`src/rtl/core/prc_pkg.sv`:
```
`timescale 1ns / 1ps
// ----------------------------------------------------------------------------
// prc_pkg
// shared constants, datapath operation codes and controller/datapath structs
// ----------------------------------------------------------------------------
package prc_pkg;

    localparam int unsigned MAX_PATCHES = 64;
    localparam int unsigned CNT_W       = $clog2(MAX_PATCHES + 1);
    localparam int unsigned ADDR_W      = (MAX_PATCHES > 1) ? $clog2(MAX_PATCHES) : 1;

    localparam int unsigned ELEM_W   = 32;
    localparam int unsigned SIZE_W   = 16;
    localparam int unsigned BYTE_W   = 48;
    localparam int unsigned PCT_W    = 7;
    localparam int unsigned OCNT_W   = 7;
    localparam int unsigned CFG_W    = 32;
    localparam int unsigned CFG_IDX_W = 3;
    localparam int unsigned PROD_W   = BYTE_W + PCT_W;

    localparam logic [CNT_W-1:0]  MAX_CNT          = CNT_W'(MAX_PATCHES);
    localparam logic [PCT_W-1:0]  PERCENT_SCALE    = 7'd100;
    localparam logic [PCT_W-1:0]  COVERAGE_MAX     = 7'd100;
    localparam logic [SIZE_W-1:0] ELEM_SIZE_RESET  = 16'd16;

    // configuration register indexes
    localparam logic [CFG_IDX_W-1:0] REG_ELEMENT_COUNT = 3'd0;
    localparam logic [CFG_IDX_W-1:0] REG_ELEMENT_SIZE  = 3'd1;
    localparam logic [CFG_IDX_W-1:0] REG_MERGE_GAP     = 3'd2;
    localparam logic [CFG_IDX_W-1:0] REG_COPY_LIMIT    = 3'd3;
    localparam logic [CFG_IDX_W-1:0] REG_COVERAGE      = 3'd4;

    typedef enum logic [4:0] {
        OP_NONE,
        OP_LOAD,
        OP_INS_RD,
        OP_INS_SHIFT,
        OP_INS_PLACE,
        OP_RUN_INIT,
        OP_M_RD,
        OP_M_MUL,
        OP_M_SUM,
        OP_M_TAKE,
        OP_M_MERGE,
        OP_M_CLOSE,
        OP_M_FLUSH,
        OP_FB_MUL1,
        OP_FB_MUL2,
        OP_FB_EVAL,
        OP_E_RD,
        OP_E_OUT
    } dp_op_t;

    typedef struct packed {
        dp_op_t op;
    } dp_cmd_t;

    typedef struct packed {
        logic keep_in;
        logic last_in;
        logic last_pend;
        logic j_zero;
        logic gt;
        logic i_done;
        logic have_cur;
        logic joins;
        logic e_last;
    } dp_status_t;

endpackage

```
`src/rtl/core/prc_controller.sv`:
```
`timescale 1ns / 1ps
// ----------------------------------------------------------------------------
// prc_controller
// sequencer for load, insertion sort, merge, fallback and result phases
// ----------------------------------------------------------------------------
module prc_controller (
    input  logic                clk,
    input  logic                rst_n,
    input  logic                start,
    output logic                busy,
    input  prc_pkg::dp_status_t status,
    output prc_pkg::dp_cmd_t    cmd
);

    typedef enum logic [3:0] {
        S_IDLE,
        S_INS_RD,
        S_INS_CMP,
        S_INIT,
        S_M_RD,
        S_M_MUL,
        S_M_SUM,
        S_M_ACC,
        S_FLUSH,
        S_FB1,
        S_FB2,
        S_FB3,
        S_E_RD,
        S_E_OUT
    } state_t;

    state_t state_reg;
    state_t state_next;
    logic   busy_reg;

    always_comb
    begin
        state_next = state_reg;
        cmd.op     = prc_pkg::OP_NONE;
        case (state_reg)
            S_IDLE:
            begin
                if (start)
                begin
                    cmd.op = prc_pkg::OP_LOAD;
                    if (status.keep_in)
                    begin
                        state_next = S_INS_RD;
                    end
                    else if (status.last_in)
                    begin
                        // a patch that is not stored but closes the list starts the merge
                        state_next = S_INIT;
                    end
                end
            end
            S_INS_RD:
            begin
                if (status.j_zero)
                begin
                    cmd.op     = prc_pkg::OP_INS_PLACE;
                    state_next = status.last_pend ? S_INIT : S_IDLE;
                end
                else
                begin
                    cmd.op     = prc_pkg::OP_INS_RD;
                    state_next = S_INS_CMP;
                end
            end
            S_INS_CMP:
            begin
                if (status.gt)
                begin
                    cmd.op     = prc_pkg::OP_INS_SHIFT;
                    state_next = S_INS_RD;
                end
                else
                begin
                    cmd.op     = prc_pkg::OP_INS_PLACE;
                    state_next = status.last_pend ? S_INIT : S_IDLE;
                end
            end
            S_INIT:
            begin
                cmd.op     = prc_pkg::OP_RUN_INIT;
                state_next = S_M_RD;
            end
            S_M_RD:
            begin
                if (status.i_done)
                begin
                    state_next = status.have_cur ? S_FLUSH : S_FB1;
                end
                else
                begin
                    cmd.op     = prc_pkg::OP_M_RD;
                    state_next = S_M_MUL;
                end
            end
            S_M_MUL:
            begin
                cmd.op     = prc_pkg::OP_M_MUL;
                state_next = S_M_SUM;
            end
            S_M_SUM:
            begin
                cmd.op     = prc_pkg::OP_M_SUM;
                state_next = S_M_ACC;
            end
            S_M_ACC:
            begin
                if (!status.have_cur)
                begin
                    cmd.op = prc_pkg::OP_M_TAKE;
                end
                else if (status.joins)
                begin
                    cmd.op = prc_pkg::OP_M_MERGE;
                end
                else
                begin
                    cmd.op = prc_pkg::OP_M_CLOSE;
                end
                state_next = S_M_RD;
            end
            S_FLUSH:
            begin
                cmd.op     = prc_pkg::OP_M_FLUSH;
                state_next = S_FB1;
            end
            S_FB1:
            begin
                cmd.op     = prc_pkg::OP_FB_MUL1;
                state_next = S_FB2;
            end
            S_FB2:
            begin
                cmd.op     = prc_pkg::OP_FB_MUL2;
                state_next = S_FB3;
            end
            S_FB3:
            begin
                cmd.op     = prc_pkg::OP_FB_EVAL;
                state_next = S_E_RD;
            end
            S_E_RD:
            begin
                cmd.op     = prc_pkg::OP_E_RD;
                state_next = S_E_OUT;
            end
            S_E_OUT:
            begin
                cmd.op     = prc_pkg::OP_E_OUT;
                state_next = status.e_last ? S_IDLE : S_E_RD;
            end
            default:
            begin
                state_next = S_IDLE;
            end
        endcase
    end

    always_ff @(posedge clk or negedge rst_n)
    begin
        if (!rst_n)
        begin
            state_reg <= S_IDLE;
            busy_reg  <= 1'b0;
        end
        else
        begin
            state_reg <= state_next;
            busy_reg  <= (state_next != S_IDLE);
        end
    end

    assign busy = busy_reg;

endmodule

```
`config.mk`:
```
export PLATFORM = sky130hd
export DESIGN_NAME = prc_controller
export DESIGN_NICKNAME = d
export VERILOG_FILES = /design/src/rtl/core/prc_pkg.sv /design/src/rtl/core/prc_controller.sv
export SDC_FILE = /design/constraint.sdc
export NUM_CORES = 1
export LEC_CHECK = 0
export BUFFER_PORTS_ARGS = -buffer_cell sky130_fd_sc_hd__buf_2
export CAP_MARGIN = 20
export CORE_AREA = 2 2 39 41
export CTS_BUF_LIST = sky130_fd_sc_hd__clkbuf_8 sky130_fd_sc_hd__clkbuf_16
export CTS_CLUSTER_DIAMETER = 200
export CTS_CLUSTER_SIZE = 20
export DETAILED_ROUTE_END_ITERATION = 7
export DIE_AREA = 0 0 41 43
export PLACE_DENSITY = 0.72
export SLEW_MARGIN = 40
export SYNTH_ARGS = -nofsm -noshare
export SYNTH_HDL_FRONTEND = slang
export SYNTH_SLANG_ARGS = --single-unit
```
`constraint.sdc`:
```
create_clock -name clk -period 2 [get_ports clk]
set_input_delay 0.3 -clock clk [delete_from_list [all_inputs] [get_ports clk]]
set_output_delay 0.3 -clock clk [all_outputs]
set_load 0.005 [all_outputs]
```
# == Word level (Yosys, flattened, before mapping) ==
# Cells that the tools add are included.
# word_totals
input_bits,12
output_inout_bits,6
regBits,5
elab_cells,35
# classes
n_mux,17
n_eq_ne,13
n_reduce_logical,3
# ops
operator,n
5-bit one-hot mux with 14 select lines,1
4-bit one-hot mux with 13 select lines,1
4-bit == test (second input constant),6
4-bit two-way mux,5
4-bit by 3-bit == test with 1-bit output (second input constant),4
3-bit two-way mux,3
4-bit by 2-bit == test with 1-bit output (second input constant),2
2-bit two-way mux,4
4-bit by 1-bit == test with 1-bit output (second input constant),1
4-bit logical NOT,1
4-bit nonzero test,1
1-bit two-way mux,3
2-bit OR reduction,1

# == Depth between registers and ports, before layout ==
# depth
ltp_word,5
mapped_depth,6
depth_no_buf,4

# == Worst setup path after synthesis ==
# No wires, ideal clock.
# synth_timing
path_kind,reg2reg
from,register state_reg[0]
to,register busy_reg (netlist: busy)
path_stages_with_launch,6
setup_slack_ps,431
synth_period_minus_slack_ps,1569
path_buffers,1
arrival_time_ps,1437
required_time_ps,1869
setup_time_ps,131
path_cell_list,dfrtp_1 -> buf_6 -> and3b_1 -> o211a_1 -> a221o_1 -> or3_1
# synth_between
elab_chain_len,5
elab_cells_between_ends,20
cone_classes,eq/ne: 13; mux: 4; reduce/logical: 3
# synth_rtl
element,line_no,source
start: declaration,prc_controller.sv:32,state_t state_reg;
start signal: assignment,prc_controller.sv:172,state_reg <= state_next;
4-bit two-way mux,prc_controller.sv:50,else if (status.last_in)
4-bit two-way mux,prc_controller.sv:46,if (status.keep_in)
4-bit two-way mux,prc_controller.sv:43,if (start)
4-bit one-hot mux with 13 select lines *,prc_controller.sv:40,case (state_reg)
named net state_next[0],prc_controller.sv:33,state_t state_next;
4-bit nonzero test *,prc_controller.sv:173,busy_reg <= (state_next != S_IDLE);
end signal: assignment,prc_controller.sv:173,
end: declaration,prc_controller.sv:34,logic busy_reg;
# Mark *: on every way through the listed nets, which the timed path passes. The rest lies on a longest branch.

==> results.sh <==
export IMPL_drv_cap=0
export IMPL_grt_pass1_wl_um=2060
export IMPL_muxShareOfSynthArea_pct=0
export IMPL_min_period_ns=1.87
export IMPL_rr_endpoint="busy$_DFF_PN0_"
export IMPL_hp_class="in2async"
export IMPL_antenna_found_initial=0
export IMPL_fin_nets=105
export IMPL_outcome="finished, final reports clean"
export IMPL_io_buffer_count=17
export IMPL_synth_compound_area_share_pct=32.8
export IMPL_die_area_mm2=0.00176
export IMPL_worstSetupStartpointType="flop"
export IMPL_grtUsageTotal_pct=17.9
export IMPL_critical_path_arrival_ns=1.57
export IMPL_synth_top_family_by_area="simple AND/OR/NAND/NOR gates"
export IMPL_rows=14
export IMPL_dr_total_vias=590
export IMPL_overflow=0
export IMPL_yosysSeqAreaShare_pct=23.6
export IMPL_power_density_mw_per_mm2=1450
export IMPL_largest_register_ff_count=4
export IMPL_syn_mean_instance_area_um2=7.07
export IMPL_tns_ns=0
export IMPL_cts_buffers=3
export IMPL_syn_area_um2=531
export IMPL_ff2ff_setup_slack_ns=0.23
export IMPL_synthAdderAreaFrac_pct=0
export IMPL_fin_skew_ns=0.00188
export IMPL_worst_pin_slew_ns=0.440
export IMPL_synth_xor_area_share_pct=1.65
export IMPL_peakVddDrop_mv=0.915
export IMPL_diodes=0
export IMPL_drc=0
export IMPL_holdWs_ns=0.414
export IMPL_insertion_delay_ns=0.23
export IMPL_dp_hpwl_um=962
export IMPL_drt_initial_drc_count=11
export IMPL_cts_tree="yes"
export IMPL_yosys_warnings=0
export IMPL_cellLeakagePower_nw=0.299
export IMPL_pin_count=18
export IMPL_worstPathMaxFanout=16
export IMPL_utilization_pct=48.9
export IMPL_r2r_cells=4
export IMPL_h_tree_depth=1
export IMPL_fp_dieH_um=43
export IMPL_setup_viol=0
export IMPL_post_cts_buffers=0
export IMPL_grt_setup_unrepaired="false"
export IMPL_synth_simple_gate_area_share_pct=33.5
export IMPL_fin_crit_sh_pct=93.6
export IMPL_clk_pin_slew_ns=0.03
export IMPL_grt_pass1_vias=501
export IMPL_setup_ws_ns=0.127
export IMPL_gp_congestion=0.745
export IMPL_start_util_pct=38.3
export IMPL_relSlewSlack_pct=70.7
export IMPL_die_w_um=41
export IMPL_syn2layout_area_growth_pct=27.6
export IMPL_detail_route_vias_per_cell=5.46
export IMPL_finalHoldViolCount=0
export IMPL_path_class="reg2out"
export IMPL_cts_buffer_depth=2
export IMPL_route_detailed_wl_per_inst_um=11.8
export IMPL_drive_gt1_share_pct=29.3
export IMPL_n_fill_cell=141
export IMPL_grt_max_degree=21
export IMPL_crit_required_ns=1.70
export IMPL_synth_cells=75
export IMPL_cts_root_buf="clkbuf_8"
export IMPL_cp_end_kind="output port"
export IMPL_coreArea_mm2=0.00138
export IMPL_syn_nets=87
export IMPL_cts_sinks=5
export IMPL_netlist_cell_type_count=31
export IMPL_slew_viol_final=0
export IMPL_total_power_mw=0.982
export IMPL_max_freq_ghz=0.534
export IMPL_dp_worst_setup_slack_ns=0.251
export IMPL_wl_um=1270
export IMPL_first_pass_iters=4
export IMPL_synth_seq_cells=5
export IMPL_drtAntennaViolNets=0
export IMPL_r2r_start="state_reg[1]$_DFF_PN0_"
-- cell usage after synthesis (all sizes together) --
cell / instances / area, um2
nor3: 1 / 5.00
a21o: 1 / 7.51
nand3b: 1 / 7.51
dfrtp: 5 / 125
a31oi: 1 / 6.26
buf: 5 / 30.0
nand4b: 1 / 8.76
xnor2: 1 / 8.76
a221o: 1 / 10.0
a21boi: 1 / 7.51
o211a: 1 / 10.0
nor2b: 4 / 25.0
and3b: 1 / 8.76
nor2: 7 / 26.3
nand2: 9 / 33.8
nand2b: 3 / 18.8
or3: 1 / 6.26
nor3b: 2 / 15.0
o21a: 1 / 7.51
o32a: 1 / 10.0
a21oi: 8 / 40.0
o221ai: 3 / 26.3
o21ai: 8 / 40.0
inv: 1 / 3.75
or4b: 1 / 10.0
clkbuf: 3 / 11.3
a311oi: 1 / 8.76
nand3: 1 / 5.00
and2b: 1 / 7.51
-- how the worst max path moves through the flow --
stage	slack, ns	to	cells after the start	start
3_3_place_gp	0.25	busy$_DFF_PN0_	4	state_reg[1]$_DFF_PN0_
6_report	0.13	cmd[0]	5	state_reg[1]$_DFF_PN0_
5_1_grt	0.03	cmd[1]	4	state_reg[1]$_DFF_PN0_
3_5_place_dp	0.25	busy$_DFF_PN0_	4	state_reg[1]$_DFF_PN0_
2_1_floorplan	0.43	busy$_DFF_PN0_	5	state_reg[0]$_DFF_PN0_
4_1_cts	0.07	cmd[0]	5	state_reg[1]$_DFF_PN0_
-- cell type report --
| class | instances | area (um2) | area share (%) |
|---|---|---|---|
| Timing Repair Buffer | 21 | 118 | 17.4 |
| Clock buffer | 3 | 41.3 | 6.10 |
| Multi-Input combinational cell | 61 | 363 | 53.6 |
| Tap cell | 16 | 20.0 | 2.96 |
| Clock inverter | 1 | 3.75 | 0.555 |
| Sequential cell | 5 | 128 | 18.9 |
| Inverter | 1 | 3.75 | 0.555 |
-- through the flow --
step                      instance area, um2  cells
final                                    677    108
after global placement                   617    103
after detailed placement                 617    103
after global routing                     677    108
after floorplan                          531     75
after CTS                                672    108
-- metal layers --
metal  vias up  global-route usage (%)  routed length (um)
met2        15                    24.4                 594
li1        306                       -                   -
met1       265                    21.6                 564
met3         4                    7.85                  72
met5         -                       0                   0
met4         0                    12.0                  42
-- power by group --
part | leakage, nW | switching (mW) | total (mW) | internal (mW)
Sequential | 0.0549 | 0.128 | 0.278 | 0.149
Combinational | 0.218 | 0.245 | 0.520 | 0.275
Clock | 0.0269 | 0.0530 | 0.185 | 0.132
Total | 0.299 | 0.426 | 0.982 | 0.557
-- repair_timing --
item,CTS,global route
resized for setup,0,3
endpoints found under the setup margin,0,2
endpoints found under the hold margin,5,0
hold buffers,1,0
-- critical path: stages, from the launching register on --
cell and delay (ns):
dfrtp_1 0.53, nor2_2 0.25, nand2_1 0.11, o21a_1 0.18
o21ai_0 0.14, buf_2 0.14
-- cells in the final DEF, fill, tap and decap left out, types with 3 or more instances in the layout --
master,netlist,final
a21oi_1,8,8
o221ai_1,3,3
nor2b_1,4,4
buf_4,0,3
nand2_1,9,9
clkbuf_8,0,3
dfrtp_1,5,3
o21ai_0,8,8
nand2b_1,3,3
nor2_1,7,6
buf_2,3,17
-- kinds of logic after synthesis --
family                 count (synthesis)
buffers and inverters                  9
XOR/XNOR                               1
AO/OA/AOI/OAI                         27
flip-flops                             5
AND/OR/NAND/NOR                       33
No activity file was read; power rests on OpenSTA's default activity.
